### src/hdl/ddo_pkg.sv
// Shared types, constants and helper functions for the differential drive odometry core.
// No dependencies; every other file refers to this package by scoped names.
`default_nettype none

package ddo_pkg;

    // Configuration port
    localparam int CFG_INDEX_W = 8;
    localparam logic [CFG_INDEX_W-1:0] REG_WHEEL_DIAMETER = 8'd0;
    localparam logic [CFG_INDEX_W-1:0] REG_WHEEL_BASE     = 8'd1;
    localparam logic [15:0] DIAMETER_RESET = 16'd2048;
    localparam logic [15:0] BASE_RESET     = 16'd4096;

    // Distance per degree: round(diameter * pi * 2^32 / (360 * 2^16)).
    // The divisor is 45 * 2^19: shift out 2^19, then multiply by ceil(2^37 / 45) and
    // keep bits 62:37, exact for every 31-bit numerator.
    localparam logic [33:0] PIQ32        = 34'd13493037705;
    localparam logic [49:0] DPD_ROUND    = 50'd11796480;
    localparam logic [31:0] DPD_RECIP    = 32'd3054198967;

    // Serial divider
    localparam int DIV_W = 59;
    localparam logic [5:0] TURN_STEPS = 6'd59;
    localparam logic [21:0] TURN_MOD  = 22'd1647100;

    // Angles, Q16 radians
    localparam logic signed [22:0] PI_Q16       = 23'sd205887;
    localparam logic signed [22:0] TWO_PI_Q16   = 23'sd411775;
    localparam logic signed [22:0] FOUR_PI_Q16  = 23'sd823550;
    localparam logic signed [22:0] HALF_PI_Q16  = 23'sd102944;

    // CORDIC
    localparam logic signed [33:0] CORDIC_K    = 34'sd652032874;
    localparam logic [4:0]         CORDIC_LAST = 5'd16;

    // Mean travel clamp, Q16 cm
    localparam logic signed [50:0] MEAN_LIMIT = 51'sh100_0000_0000;

    typedef enum logic [4:0] {
        ST_IDLE,
        ST_MUL_NUM,
        ST_DPD_START,
        ST_MUL_TR,
        ST_MUL_TL,
        ST_SUMS,
        ST_TURN_START,
        ST_TURN_WAIT,
        ST_TURN,
        ST_ANGLE,
        ST_CORDIC,
        ST_TRIG,
        ST_MXLO,
        ST_MXHI,
        ST_MYLO,
        ST_MYHI,
        ST_YFULL,
        ST_YSUM,
        ST_COMMIT
    } state_t;

    typedef enum logic [4:0] {
        CMD_NONE,
        CMD_LOAD,
        CMD_MUL_NUM,
        CMD_DPD_START,
        CMD_MUL_TR,
        CMD_MUL_TL,
        CMD_SUMS,
        CMD_TURN_START,
        CMD_TURN,
        CMD_ANGLE,
        CMD_CORDIC_STEP,
        CMD_TRIG,
        CMD_MXLO,
        CMD_MXHI,
        CMD_MYLO,
        CMD_MYHI,
        CMD_YFULL,
        CMD_YSUM,
        CMD_COMMIT
    } cmd_op_t;

    typedef struct packed {
        cmd_op_t op;
    } ctrl_cmd_t;

    typedef struct packed {
        logic div_busy;
        logic cordic_last;
    } dp_status_t;

    // Arctangent of 2^-i in Q16
    function automatic logic [16:0] atan_q16(input logic [4:0] i);
        logic [16:0] r;
        unique case (i)
            5'd0:    r = 17'd51472;
            5'd1:    r = 17'd30386;
            5'd2:    r = 17'd16055;
            5'd3:    r = 17'd8150;
            5'd4:    r = 17'd4091;
            5'd5:    r = 17'd2047;
            5'd6:    r = 17'd1024;
            5'd7:    r = 17'd512;
            5'd8:    r = 17'd256;
            5'd9:    r = 17'd128;
            5'd10:   r = 17'd64;
            5'd11:   r = 17'd32;
            5'd12:   r = 17'd16;
            5'd13:   r = 17'd8;
            5'd14:   r = 17'd4;
            5'd15:   r = 17'd2;
            5'd16:   r = 17'd1;
            default: r = 17'd0;
        endcase
        return r;
    endfunction

    function automatic logic signed [31:0] sat32(input logic signed [41:0] v);
        logic signed [31:0] r;
        if (v > 42'sd2147483647) begin
            r = 32'sh7FFF_FFFF;
        end else if (v < -42'sd2147483648) begin
            r = 32'sh8000_0000;
        end else begin
            r = v[31:0];
        end
        return r;
    endfunction

endpackage

`default_nettype wire

### src/hdl/ddo_ctrl.sv
// Controller: sequences the datapath through one odometry update and owns both handshakes.
// Depends on ddo_pkg.
`default_nettype none

module ddo_ctrl (
    input  wire logic                aclk,
    input  wire logic                aresetn,
    input  wire logic                s_valid,
    output logic                     s_ready,
    output logic                     m_valid,
    input  wire logic                m_ready,
    output ddo_pkg::ctrl_cmd_t       cmd,
    input  wire ddo_pkg::dp_status_t status
);

    ddo_pkg::state_t state_reg, state_next;
    logic            m_valid_reg, m_valid_next;
    logic            slot_free;

    assign slot_free = !m_valid_reg || m_ready;

    always_comb begin
        state_next = state_reg;
        unique case (state_reg)
            ddo_pkg::ST_IDLE:       if (s_valid) state_next = ddo_pkg::ST_MUL_NUM;
            ddo_pkg::ST_MUL_NUM:    state_next = ddo_pkg::ST_DPD_START;
            ddo_pkg::ST_DPD_START:  state_next = ddo_pkg::ST_MUL_TR;
            ddo_pkg::ST_MUL_TR:     state_next = ddo_pkg::ST_MUL_TL;
            ddo_pkg::ST_MUL_TL:     state_next = ddo_pkg::ST_SUMS;
            ddo_pkg::ST_SUMS:       state_next = ddo_pkg::ST_TURN_START;
            ddo_pkg::ST_TURN_START: state_next = ddo_pkg::ST_TURN_WAIT;
            ddo_pkg::ST_TURN_WAIT:  if (!status.div_busy) state_next = ddo_pkg::ST_TURN;
            ddo_pkg::ST_TURN:       state_next = ddo_pkg::ST_ANGLE;
            ddo_pkg::ST_ANGLE:      state_next = ddo_pkg::ST_CORDIC;
            ddo_pkg::ST_CORDIC:     if (status.cordic_last) state_next = ddo_pkg::ST_TRIG;
            ddo_pkg::ST_TRIG:       state_next = ddo_pkg::ST_MXLO;
            ddo_pkg::ST_MXLO:       state_next = ddo_pkg::ST_MXHI;
            ddo_pkg::ST_MXHI:       state_next = ddo_pkg::ST_MYLO;
            ddo_pkg::ST_MYLO:       state_next = ddo_pkg::ST_MYHI;
            ddo_pkg::ST_MYHI:       state_next = ddo_pkg::ST_YFULL;
            ddo_pkg::ST_YFULL:      state_next = ddo_pkg::ST_YSUM;
            ddo_pkg::ST_YSUM:       state_next = ddo_pkg::ST_COMMIT;
            ddo_pkg::ST_COMMIT:     if (slot_free) state_next = ddo_pkg::ST_IDLE;
            default:                state_next = ddo_pkg::ST_IDLE;
        endcase
    end

    always_comb begin
        cmd.op  = ddo_pkg::CMD_NONE;
        s_ready = 1'b0;
        unique case (state_reg)
            ddo_pkg::ST_IDLE: begin
                s_ready = 1'b1;
                if (s_valid) cmd.op = ddo_pkg::CMD_LOAD;
            end
            ddo_pkg::ST_MUL_NUM:    cmd.op = ddo_pkg::CMD_MUL_NUM;
            ddo_pkg::ST_DPD_START:  cmd.op = ddo_pkg::CMD_DPD_START;
            ddo_pkg::ST_MUL_TR:     cmd.op = ddo_pkg::CMD_MUL_TR;
            ddo_pkg::ST_MUL_TL:     cmd.op = ddo_pkg::CMD_MUL_TL;
            ddo_pkg::ST_SUMS:       cmd.op = ddo_pkg::CMD_SUMS;
            ddo_pkg::ST_TURN_START: cmd.op = ddo_pkg::CMD_TURN_START;
            ddo_pkg::ST_TURN:       cmd.op = ddo_pkg::CMD_TURN;
            ddo_pkg::ST_ANGLE:      cmd.op = ddo_pkg::CMD_ANGLE;
            ddo_pkg::ST_CORDIC:     cmd.op = ddo_pkg::CMD_CORDIC_STEP;
            ddo_pkg::ST_TRIG:       cmd.op = ddo_pkg::CMD_TRIG;
            ddo_pkg::ST_MXLO:       cmd.op = ddo_pkg::CMD_MXLO;
            ddo_pkg::ST_MXHI:       cmd.op = ddo_pkg::CMD_MXHI;
            ddo_pkg::ST_MYLO:       cmd.op = ddo_pkg::CMD_MYLO;
            ddo_pkg::ST_MYHI:       cmd.op = ddo_pkg::CMD_MYHI;
            ddo_pkg::ST_YFULL:      cmd.op = ddo_pkg::CMD_YFULL;
            ddo_pkg::ST_YSUM:       cmd.op = ddo_pkg::CMD_YSUM;
            ddo_pkg::ST_COMMIT:     if (slot_free) cmd.op = ddo_pkg::CMD_COMMIT;
            default:                cmd.op = ddo_pkg::CMD_NONE;
        endcase
    end

    // hold the result until taken; a commit refills the slot
    always_comb begin
        if (cmd.op == ddo_pkg::CMD_COMMIT) begin
            m_valid_next = 1'b1;
        end else if (m_ready) begin
            m_valid_next = 1'b0;
        end else begin
            m_valid_next = m_valid_reg;
        end
    end

    always_ff @(posedge aclk) begin
        if (!aresetn) begin
            state_reg   <= ddo_pkg::ST_IDLE;
            m_valid_reg <= 1'b0;
        end else begin
            state_reg   <= state_next;
            m_valid_reg <= m_valid_next;
        end
    end

    assign m_valid = m_valid_reg;

endmodule

`default_nettype wire

### config.mk
export PLATFORM = sky130hd
export DESIGN_NAME = ddo_ctrl
export DESIGN_NICKNAME = d
export VERILOG_FILES = /design/src/hdl/ddo_pkg.sv /design/src/hdl/ddo_ctrl.sv
export SDC_FILE = /design/constraint.sdc
export NUM_CORES = 1
export LEC_CHECK = 0
export ABC_AREA = 1
export BUFFER_PORTS_ARGS = -buffer_cell sky130_fd_sc_hd__buf_2
export CAP_MARGIN = 40
export CORE_AREA = 2 2 39 41
export CTS_CLUSTER_SIZE = 20
export DETAILED_ROUTE_END_ITERATION = 10
export DIE_AREA = 0 0 41 43
export PLACE_DENSITY = 0.73
export SLEW_MARGIN = 20
export SYNTH_ARGS = -nofsm -noshare
export SYNTH_HDL_FRONTEND = slang
export SYNTH_SLANG_ARGS = --single-unit
export TNS_END_PERCENT = 20
### constraint.sdc
create_clock -name aclk -period 2.4 [get_ports aclk]
set_input_delay 0.6 -clock aclk [delete_from_list [all_inputs] [get_ports aclk]]
set_output_delay 0.6 -clock aclk [all_outputs]
set_load 0.02 [all_outputs]
==> results.md, run 1 <==
- The run finished with clean final reports.
- The final cell area excluding filler cells is 678 um^2.
- After routing, the total negative slack on setup checks comes to 0 ns.
- The via total after detailed routing is 722.
- The final number of hold-violating endpoints came to 0.
- The worst path needs 2.21 ns of the cycle, external delays included.
- By area the synthesized netlist is led by dfxtp_1 20%, nand2_1 15%, nor2_1 12%.
- The wire length of the first global-routing pass is 2600 um.
- Prior to clock tree synthesis, the placed netlist has a worst setup slack of 0.407 ns.
- Entering global routing, the biggest net connects 11 pins.
- In this run, synthesis inferred 0 flip-flops with an integrated enable.
- The total half-perimeter wirelength after legalization and detailed placement is 1200 um.
- The floorplan row count is 14.
- Dividing the synthesized area by the synthesized cell count gives 5.71 um^2.
- The slew at the pin with the worst max-slew slack is 0.330 ns.
- The total wirelength of the detailed-routed design is 1490 um.
- The number of I/O port buffers is 12.
- The proportion of netlist area held by the largest area contributor is 20.2%.
- Cells with a size suffix above 1 make up 22.2% of the layout.
- The total power is 0.778 mW.
- The starting utilization of the core area is 42.9%.
- Data on the critical path arrives at its endpoint at 1.61 ns.
- For this design the ratio of total power to cell area is 1150 mW/mm^2.
- The fraction of registers with async set/reset is 0%.
- For this run, the register share of the synthesized area comes to 20.2%.
- The CTS sink count is 6.
- Derived from the worst setup path, the maximum achievable clock frequency is 453 MHz.
- Summed over all layers, the global routing overflow is 0.
- In this run the count of I/O pins placed on the die edge is 13.
- Combinational cells account for 66.1% of the total power.
- The number of nets handed over by synthesis was 110.
- From synthesis to final layout, the design area changed by 14.1%.
- The kind of end point of the critical path is a primary output.
- The core footprint is 0.00138 mm^2.
- After clock tree synthesis, the clock-pin slew on the worst setup and hold paths is 0.04 ns.
- The required time at the worst-slack endpoint is 1.80 ns.
- The floorplan step defined a die boundary enclosing 0.00176 mm^2.
- The cell at the slowest stage of the critical path is dfxtp_1.
- STA classifies the critical path startpoint as a flip-flop.
- The initial antenna violation count is 0.
- TritonCTS created 3 clock buffers.
- Setup violations remaining at the end of the flow were counted as 0.
- The number of cells upsized or downsized after cts is 0.
- The switching power as a share of total power is 54.2%.
- The post-CTS repair timing setup buffer count is 0.
- The path type of the worst min-delay path is reg2reg.
- The part of the power in registers is 22.8%.
- The latest clock arrival within the worst-skew pair is 0.24 ns.
- In the routed design, unresolved DRC markers number 0.
- The top fanout value on the critical path is 5.
- The peak supply drop is 0.557 mV.
- The leakage power total is 0.375 nW.
- Across all setup checks in the final design, the least slack found is 0.190 ns.
- The total of max-cap violations is 0.
- The start-to-end type of the worst setup path is reg2out.
- The cell area that synthesis handed to floorplanning was 594 um^2.
- The number of buffers between clock root and the deepest sink is 2.
- The routed via count divided by cell count is 5.43.
- The pre-antenna-repair detailed-routing pass consisted of 4 iterations.
- On the final layout, the worst hold slack is 0.526 ns.
- The final-report max-slew violation count was 0.
- The main flop type after synthesis is dfxtp_1.
- The reported net switching power is 0.422 mW.
- The largest stage delay on the critical path is 0.39 ns.
- The number of different library cells in the post-synthesis netlist is 19.
- The number of antenna repair diodes is 0.
- The aggregate global-route resource usage is 21.5%.
- Setup repair after global routing left no endpoint under its margin.
- The count of nets left with antenna violations once routing finished came out at 0.
- The commonest cells after synthesis are 23 x nand2_1, 19 x nor2_1, 14 x nand3_1.
- The count of routing violations after the opening detailed-route iteration is 38.
- The via count of the first global-routing pass is 608.
- The number of warnings printed during yosys synthesis is 0.
- Synthesis inferred 6 register bits.
- In this run the horizontal extent of the chip is 41 um.
- In the post-synthesis netlist, the cell with the most instances is nand2_1.
- The final net count is 125.
- After detailed routing, the average wire length per cell comes to 11.2 um.
- In this run, post-CTS hold repair placed 0 buffers.
- The critical path goes through inv_1 -> nor2_1 -> nand3_1 -> nand2_1 -> nor3_1 -> nand4_1 -> buf_2.
- The most area-hungry cell type in the Yosys netlist is dfxtp_1.
- The root cell of the clock tree is clkbuf_4.
- Synthesis handed over a netlist of 104 instances.
- At the end of routability-driven placement, the weighted congestion stood at 0.931.
- The placed instances occupy a cell area of 653 um^2.
- The register with the most flip-flops in the layout has 5 of them.
- For the final database, setup skew stands at 0.00119 ns.
- The overall die height is 43 um.
- The max-slew headroom at the worst pin is 77.9%.
- The design internal power is 0.356 mW.
- The H-tree depth is 1.
- The share of the cycle needed by the critical path after routing is 92.1%.
- The TritonCTS clock tree is yes.
- The clock network accounts for 11.1% of the total power.
critical path, delay by kind of cell (launching register included):
family	cells	cell delay, ns
buffers and inverters	2	0.26
AND/OR/NAND/NOR	5	0.72
flip-flops	1	0.39
cell families after synthesis:
family,share of synthesized area (%)
flip-flops,20.2
AND/OR/NAND/NOR,59.2
AO/OA/AOI/OAI,7.58
buffers and inverters,13.1
metrics by stage:
step                std cells  util [%]
finish                    133      49.0
global route              133      49.0
CTS                       133      48.8
detailed placement        130      47.2
global placement          130      47.2
floorplan                 104         -
worst paths after layout:
path / cells past startpoint / endpoint / start / slack, ns
hold reg to reg: 2 / m_valid / m_valid / 0.53
hold / removal: 2 / m_valid / m_valid / 0.53
setup reg to reg: 8 / state_reg[1] / state_reg[1] / 0.95
setup / recovery: 7 / cmd[1] / state_reg[1] / 0.19
placed cells by master, fill, tap and decap left out:
cell / n
nor2_4: 2
nand2_1: 23
nand3b_1: 4
clkbuf_4: 3
nor3_2: 1
buf_2: 12
inv_2: 2
inv_1: 13
nor2_2: 2
o211ai_1: 1
nor2_1: 19
nor3_1: 2
a31oi_1: 2
nand4_1: 3
nand3_1: 14
nor3b_1: 1
dfxtp_1: 4
dfxtp_2: 2
nand2_2: 2
a21oi_1: 5
routing by layer:
metal	track usage (%)	share of wire (%)	vias up	wire [um]
li1	-	-	370	-
met1	31.1	45	319	662
met5	0	0	-	0
met4	12.0	0	0	0
met2	29.4	50	33	739
met3	3.14	5.8	0	86
layout make-up:
class | instances | area (um^2)
Inverter | 15 | 56.3
Multi-Input combinational cell | 81 | 397
Timing Repair Buffer | 12 | 60.1
Fill cell | 151 | 706
Tap cell | 16 | 20.0
Sequential cell | 6 | 123
Clock buffer | 3 | 22.5
power by group through the flow:
stage | clock network, mW | registers (mW) | logic [mW]
final | 0.0866 | 0.177 | 0.514
after global placement | 0 | 0.174 | 0.509
after global routing | 0.100 | 0.183 | 0.577
after detailed placement | 0 | 0.176 | 0.509
after floorplan | 0 | 0.148 | 0.417
after CTS | 0.0929 | 0.174 | 0.512
No activity file was read; power rests on OpenSTA's default activity.
==> run 2: changes to the inputs <==
- clock period: 2.4 -> 2.7 ns (I/O delays scaled with it)
==> run 2 against run 1 <==
- clock power shrank 8.5%
- final area shrank 0.37%
- first-iteration DRC count shrank 47%
- die area is the same
- largest cell class unchanged
==> results.md, run 2 (synthesis results as in run 1) <==
- The path type of the worst min-delay path is reg2reg.
- The total of max-cap violations is 0 (unchanged).
- The final-report max-slew violation count is 0 (unchanged).
- The global route total overflow is 0 (unchanged).
- Walking the worst path, the cells encountered are inv_2 -> nand3_1 -> nor2_1 -> inv_1 -> nand4_1 -> nand3b_1 -> buf_2.
- The clock transition at the registers of the reported paths was 0.04 ns (about the same).
- The number of buffers between clock root and the deepest sink is 2 (unchanged).
- The number of cells upsized or downsized after cts is 0 (unchanged).
- The max-slew headroom at the worst pin came to 70.3% (-7.6 points).
- The minimum setup slack after placement is 0.564 ns (+0.157 ns).
- In this run the clock root is driven by a clkbuf_4.
- The register-to-register setup slack is 1.16 ns (+0.21 ns).
- The number of detailed-routing iterations run before antenna repair was 5 (+1).
- The cell count of the worst hold path came to 2 (unchanged).
- The final setup slack of the worst path is 0.348 ns (+0.158 ns).
- The aggregate global-route resource usage is 20.5% (-1.0 points).
- The start-to-end type of the worst setup path is reg2out.
- The time the worst path needs with I/O delays and setup is 2.35 ns.
- The buffers plus inverters on the worst setup path came to 3 (+1).
- The worst setup path is launched from a flip-flop.
- The cell at the slowest stage of the critical path is dfxtp_1.
- The post-detailed-route count of antenna-violating nets is 0 (unchanged).
- The number of I/O port buffers is 12 (unchanged).
- The placer congestion estimate is 0.917 (-1.5%).
- The number of antenna repair diodes came to 0 (unchanged).
- The number of remaining DRC errors came to 0 (unchanged).
- The final number of hold-violating endpoints was 0 (unchanged).
- The average wire length per cell after detail routing is 11.2 um (+0.40%).
- The count of routing violations after the opening detailed-route iteration is 20 (-47%).
- The peak supply drop is 0.435 mV (-22%).
- The power per standard cell area is 1020 mW/mm^2 (-11%).
- The top fanout value on the critical path is 10 (+5).
- The die footprint came to 0.00176 mm^2 (unchanged).
- The via total after detailed routing was 729 (+0.97%).
- The total instance count after detailed placement is 130 (unchanged).
- The flip-flop count of the largest register, all copies and words added came to 5 (unchanged).
- The die outline width is 41 um (unchanged).
- The maximum number of pins on one net before global-route repair is 11 (unchanged).
- The clock tree skew after final layout is 0.00318 ns (+0.00200 ns).
- The share of layout cells above drive strength 1 is 20.5% (-1.7 points).
- The leakage power total is 0.374 nW (-0.24%).
- The H-tree depth is 1 (unchanged).
- The CTS sink count is 6 (unchanged).
- The via count of the first global-routing pass came to 584 (-3.9%).
- The total clock buffers created by CTS is 3 (unchanged).
- The upper clock frequency limit is 425 MHz.
- The area growth from synthesis to layout is 13.7%.
- The cell family contributing the most delay on the critical path is flip-flops.
- The final net count is 125 (unchanged).
- The worst register-to-register path begins at state_reg[4].
- The overall die height is 43 um (unchanged).
- The count of cells along the worst register-to-register path came to 7 (-1).
- The kind of end point of the critical path is a primary output.
- The post-CTS repair timing setup buffer count is 0 (unchanged).
- The routed via count divided by cell count is 5.48 (+0.97%).
- The most frequent standard cell in the layout excluding fill and tap cells is nand2_1.
- The terminating pin of the worst hold path is m_valid.
- The starting utilization of the core area was 42.9% (unchanged).
- The floorplan row count was 14 (unchanged).
- The total wirelength of the detailed-routed design is 1490 um (+0.40%).
- The final standard cell count with taps included and fillers excluded is 133 (unchanged).
- The required time at the worst-slack endpoint came to 2.03 ns (+0.23 ns).
- The initial antenna violation count is 0 (unchanged).
- The setup TNS is 0 ns (unchanged).
- The latest clock arrival within the worst-skew pair came to 0.24 ns (about the same).
- The final critical path takes up 87.1% of the cycle.
- The flow ran to the end, and the final reports show no timing, DRC or antenna violations.
- The startpoint identified for the worst hold timing path is m_valid.
- The data arrival time of the worst path was 1.68 ns (+0.07 ns).
- The slew at the pin with the worst max-slew slack is 0.445 ns (+0.115 ns).
- The total half-perimeter wirelength after legalization and detailed placement was 1180 um (-1.9%).
- In the layout the commonest cells are 23 x nand2_1, 19 x nor2_1, 14 x nand3_1, 13 x inv_1, 12 x buf_2.
- TritonCTS built the clock tree.
- Setup repair after global routing left no endpoint under its margin.
- The endpoint identified for the worst register-to-register timing path is state_reg[2].
- The core footprint is 0.00138 mm^2 (unchanged).
- The setup-violating endpoint count in the final report is 0 (unchanged).
- The quantity of hold-fixing buffers added after cts was 0 (unchanged).
- The number of top-level pins was 13 (unchanged).
- The wire length of the first global-routing pass is 2480 um (-4.5%).
- The largest stage delay on the critical path is 0.59 ns (+0.20 ns).
==> run 2: final cells by class <==
class,count,area [um^2]
well taps,16,20.0
repair buffers,12,60.1
inverters,15,56.3
flip-flops and latches,6,120
fillers,153,708
clock buffers,3,22.5
multi-input cells,81,397
==> run 2: worst max path at each step <==
stage,startpoint,to,depth (start not counted)
6_report,state_reg[4],cmd[0],7
5_1_grt,state_reg[4],cmd[1],6
4_1_cts,state_reg[3],cmd[0],6
3_5_place_dp,m_ready,cmd[4],7
3_3_place_gp,m_ready,cmd[1],7
2_1_floorplan,m_ready,cmd[1],5
==> run 2: where the power goes <==
part           total, mW  internal [mW]  switching [mW]
Combinational      0.457          0.153           0.304
Clock             0.0792         0.0501          0.0292
Sequential         0.156          0.112          0.0438
Total              0.692          0.315           0.377
==> run 2: tightest hold or removal path, stage by stage (launching register included) <==
cell and delay, ns:
dfxtp_1 0.31, nand2_1 0.09, a21oi_1 0.08
==> run 2: routing by layer <==
metal,global-route usage (%),wire length [um],vias to the layer above
met5,0,0,-
met4,10.0,14,0
met2,27.5,712,30
li1,-,-,365
met1,29.7,670,332
met3,4.71,95,2
==> run 2: per-stage QoR <==
step	total power [mW]	utilization, %	hold slack, ns	cell area (um^2)
after global routing	0.761	48.8	0.592	676
after global placement	0.607	47.2	0.495	653
after CTS	0.691	48.8	0.534	676
after floorplan	0.503	-	0.567	594
after detailed placement	0.607	47.2	0.526	653
final	0.692	48.8	0.541	676
==> run 3: changes to the inputs <==
- ABC_AREA: 1 -> not set
- PLACE_DENSITY: 0.73 -> 0.62
==> run 3 against run 2 <==
- utilization decreased by 9.3 points
- combinational power down 83%
- sequential power decreased by 34%
- clock skew rose by 0.0017 ns
- sequential cell count is the same
- worst hold slack gained 0.12 ns
- setup slack improved by 0.069 ns
- largest power group is now registers
==> results.md, run 3 <==
- The required time at the worst-slack endpoint is 2.03 ns (about the same).
- The core footprint is 0.00138 mm^2 (unchanged).
- The H-tree depth was 1 (unchanged).
- The area growth from synthesis to layout is 19.7%.
- The largest total area in the synthesized netlist belongs to dfxtp_1.
- The combined area of all synthesized cells is 457 um^2 (-23%).
- The tightest min-delay check is of the reg2reg type.
- The adder-cell area share of the yosys netlist is 0% (unchanged).
- The time the worst path needs with I/O delays and setup came to 2.28 ns (-0.0695 ns).
- The die footprint is 0.00176 mm^2 (unchanged).
- The most used flip-flop cell after synthesis is dfxtp_1.
- The final net count is 78 (-38%).
- The CTS sink count is 6 (unchanged).
- The fraction of the core area covered by cells at the end of the flow is 39.5% (-9.3 points).
- The number of top-level pins was 13 (unchanged).
- The number of remaining DRC errors is 0 (unchanged).
- The number of buffers between clock root and the deepest sink was 2 (unchanged).
- The fraction of registers with async set/reset came to 0% (unchanged).
- The leakage power total came to 0.230 nW (-38%).
- The initial antenna violation count is 0 (unchanged).
- The flip-flop count of the largest register, all copies and words added is 5 (unchanged).
- The clock tree skew after final layout is 0.00488 ns (+0.00170 ns).
- The average wire length per cell after detail routing was 12.4 um (+11%).
- The proportion of netlist area held by the largest area contributor was 26.3% (+6.1 points).
- The data arrival time of the worst path is 1.61 ns (-0.07 ns).
- The synthesized netlist net count was 65 (-41%).
- The maximum number of pins on one net before global-route repair came to 18 (+7).
- The total of fill cells in the finished design is 157 (+2.6%).
- The signal on the critical path passes through nor4b_1 -> nand2_1 -> o22ai_1 -> buf_2.
- The root buffer cell chosen for the clock tree is clkbuf_4.
- The post-synthesis sequential element count came to 6 (unchanged).
- The cell count of the worst hold path is 2 (unchanged).
- The number of cells upsized or downsized after cts is 0 (unchanged).
- The multiplexer fraction of the synthesized cell area is 0% (unchanged).
- The via count of the first global-routing pass came to 393 (-33%).
- Leaving out fill and tap cells, the most frequent cells in the layout are 12 x buf_2, 6 x dfxtp_1, 5 x nor2_1, 4 x o21ai_0.
- The terminating pin of the worst hold path is state_reg[2].
- The final-report max-slew violation count came to 0 (unchanged).
- The overall die height is 43 um (unchanged).
- The total wirelength of the detailed-routed design was 1070 um (-28%).
- The start-to-end type of the worst setup path is reg2out.
- The starting utilization of the core area is 33.0% (-9.9 points).
- In this design, the largest share of critical-path delay is due to simple AND/OR/NAND/NOR gates.
- The sequential cell area is 120 um^2 (unchanged).
- TritonCTS built the clock tree.
- The instance area after placement is 524 um^2 (-20%).
- The setup TNS is 0 ns (unchanged).
- The slew at the pin with the worst max-slew slack came to 0.513 ns (+0.0684 ns).
- STA classifies the critical path endpoint as a primary output.
- The xor/xnor share of the synthesized area is 3.84% (+3.8 points).
- The aggregate global-route resource usage was 14.5% (-6.0 points).
- The number of different library cells in the post-synthesis netlist came to 32 (+13).
- The simple-gate portion of the synthesized area is 42.2% (-17 points).
- The clock transition at the registers of the reported paths is 0.05 ns (about the same).
- The share of the cycle needed by the critical path after routing was 84.5% (-2.6 points).
- The run finished with clean final reports.
- The global route total overflow came to 0 (unchanged).
- The power per standard cell area is 490 mW/mm^2 (-52%).
- In this run the critical register-to-register path is launched from state_reg[4].
- The worst setup path is launched from a flip-flop.
- Setup repair after global routing left no endpoint under its margin.
- After synthesis, the most frequently instantiated cells are 6 x dfxtp_1, 5 x nor2_1, 4 x clkbuf_1, 4 x o21ai_0.
- The post-CTS repair timing setup buffer count was 0 (unchanged).
- After synthesis, the largest family of logic cells by area is simple AND/OR/NAND/NOR gates.
- The setup-violating endpoint count in the final report is 0 (unchanged).
- The cell at the slowest stage of the critical path is dfxtp_1.
- The top fanout value on the critical path is 12 (+2).
- The wire length of the first global-routing pass is 1660 um (-33%).
- The minimum setup slack after placement is 0.599 ns (+0.0352 ns).
- The routed via count divided by cell count is 5.44 (-0.72%).
- The total half-perimeter wirelength after legalization and detailed placement is 720 um (-39%).
- The placer congestion estimate came to 0.754 (-18%).
- The upper clock frequency limit is 438 MHz (+3.0%).
- The final number of hold-violating endpoints is 0 (unchanged).
- The endpoint of the worst-slack reg-to-reg timing path is state_reg[0].
- The final cell area excluding filler cells is 547 um^2 (-19%).
- The number of synthesized flops with an enable pin is 0 (unchanged).
- The share of layout cells above drive strength 1 came to 25.7% (+5.2 points).
- The number of I/O port buffers is 12 (unchanged).
- The floorplan row count is 14 (unchanged).
- The number of warnings printed during yosys synthesis is 0 (unchanged).
- The register-to-register setup slack is 0.80 ns (-0.36 ns).
- The most frequent standard cell in the layout excluding fill and tap cells is buf_2.
- The number of detailed-routing iterations run before antenna repair is 4 (-1).
- The total clock buffers created by CTS came to 3 (unchanged).
- The count of routing violations after the opening detailed-route iteration is 10 (-50%).
- The synthesized instance count is 59 (-43%).
- The largest stage delay on the critical path came to 0.42 ns (-0.17 ns).
- The compound-gate portion of the synthesized area came to 22.5% (+15 points).
- The startpoint of the worst setup timing path is state_reg[3].
- The via total after detailed routing is 468 (-36%).
- The peak supply drop is 0.194 mV (-55%).
- The average instance area after synthesis is 7.74 um^2 (+35%).
- The number of antenna repair diodes came to 0 (unchanged).
- The post-detailed-route count of antenna-violating nets is 0 (unchanged).
- The total of max-cap violations is 0 (unchanged).
- The latest clock arrival within the worst-skew pair is 0.25 ns (about the same).
- The cell with the most instances after synthesis is dfxtp_1.
- The area of the multi-input gates is 313 um^2 (-21%).
- The count of cells along the worst register-to-register path was 4 (-3).
- The beginning of the worst hold path is state_reg[2].
- In the post-synthesis netlist, the biggest area contributors are dfxtp_1 26%, nor4bb_1 4.4%, o21ai_0 4.4%.
- The max-slew headroom at the worst pin is 65.7% (-4.6 points).
- The buffers plus inverters on the worst setup path is 1 (-2).
- The share of the yosys chip area belonging to registers is 26.3% (+6.1 points).
- The quantity of hold-fixing buffers added after cts is 0 (unchanged).
- The final setup slack of the worst path is 0.418 ns (+0.0695 ns).
- The die outline width was 41 um (unchanged).
[run 3: cell count changes after synthesis, moves of 4 or more]
cell and change:
inv_1 -12, o21ai_0 +4, clkbuf_1 +4, nand2_1 -21, nor2_1 -14, nand3_1 -13
[run 3: layout make-up]
class                   instances  share of cell area (%)
inverters                       1                   0.686
repair buffers                 13                    12.4
well taps                      16                    3.66
flip-flops and latches          6                    22.0
multi-input cells              47                    57.2
clock buffers                   3                    4.12
[run 3: worst max-delay path by stage]
stage	end	cells after the start
6_report	cmd[1]	4
5_1_grt	cmd[1]	4
4_1_cts	cmd[1]	4
3_5_place_dp	state_reg[0]	5
3_3_place_gp	state_reg[0]	5
2_1_floorplan	cmd[0]	2
[run 3: power breakdown]
part	internal (mW)	leakage (nW)	switching, mW	total, mW
clock	0.0507	0.0138	0.0386	0.0893
combinational	0.0351	0.167	0.0404	0.0755
sequential	0.0932	0.0489	0.00969	0.103
total	0.179	0.230	0.0887	0.268
[run 3: logic make-up (layout without fill, tap and decap cells)]
family	count (synthesis)	after routing
flops	6	6
simple gates	30	30
xor+xnor	2	2
compound gates	15	15
buf+inv	6	17
[run 3: per-layer routing]
layer  up-vias  global-route usage (%)  routed length [um]
li1        247                       -                   -
met1       211                    19.4                 541
met2         8                    18.4                 470
met3         2                    3.66                  49
met4         0                    12.0                   9
met5         -                       0                   0
[run 3: stage by stage]
step	cells	power, mW	hold WS [ns]
floorplan	59	0.158	0.640
global route	86	0.287	0.701
global placement	83	0.180	0.640
detailed placement	83	0.180	0.639
CTS	86	0.272	0.661
finish	86	0.268	0.658
[run 3: worst reg2reg max path, cell delays in order, from the launching register on]
cell and delay (ns):
dfxtp_1 0.46, or4b_2 0.69, o22ai_1 0.24, and4b_1 0.23
o21a_1 0.16
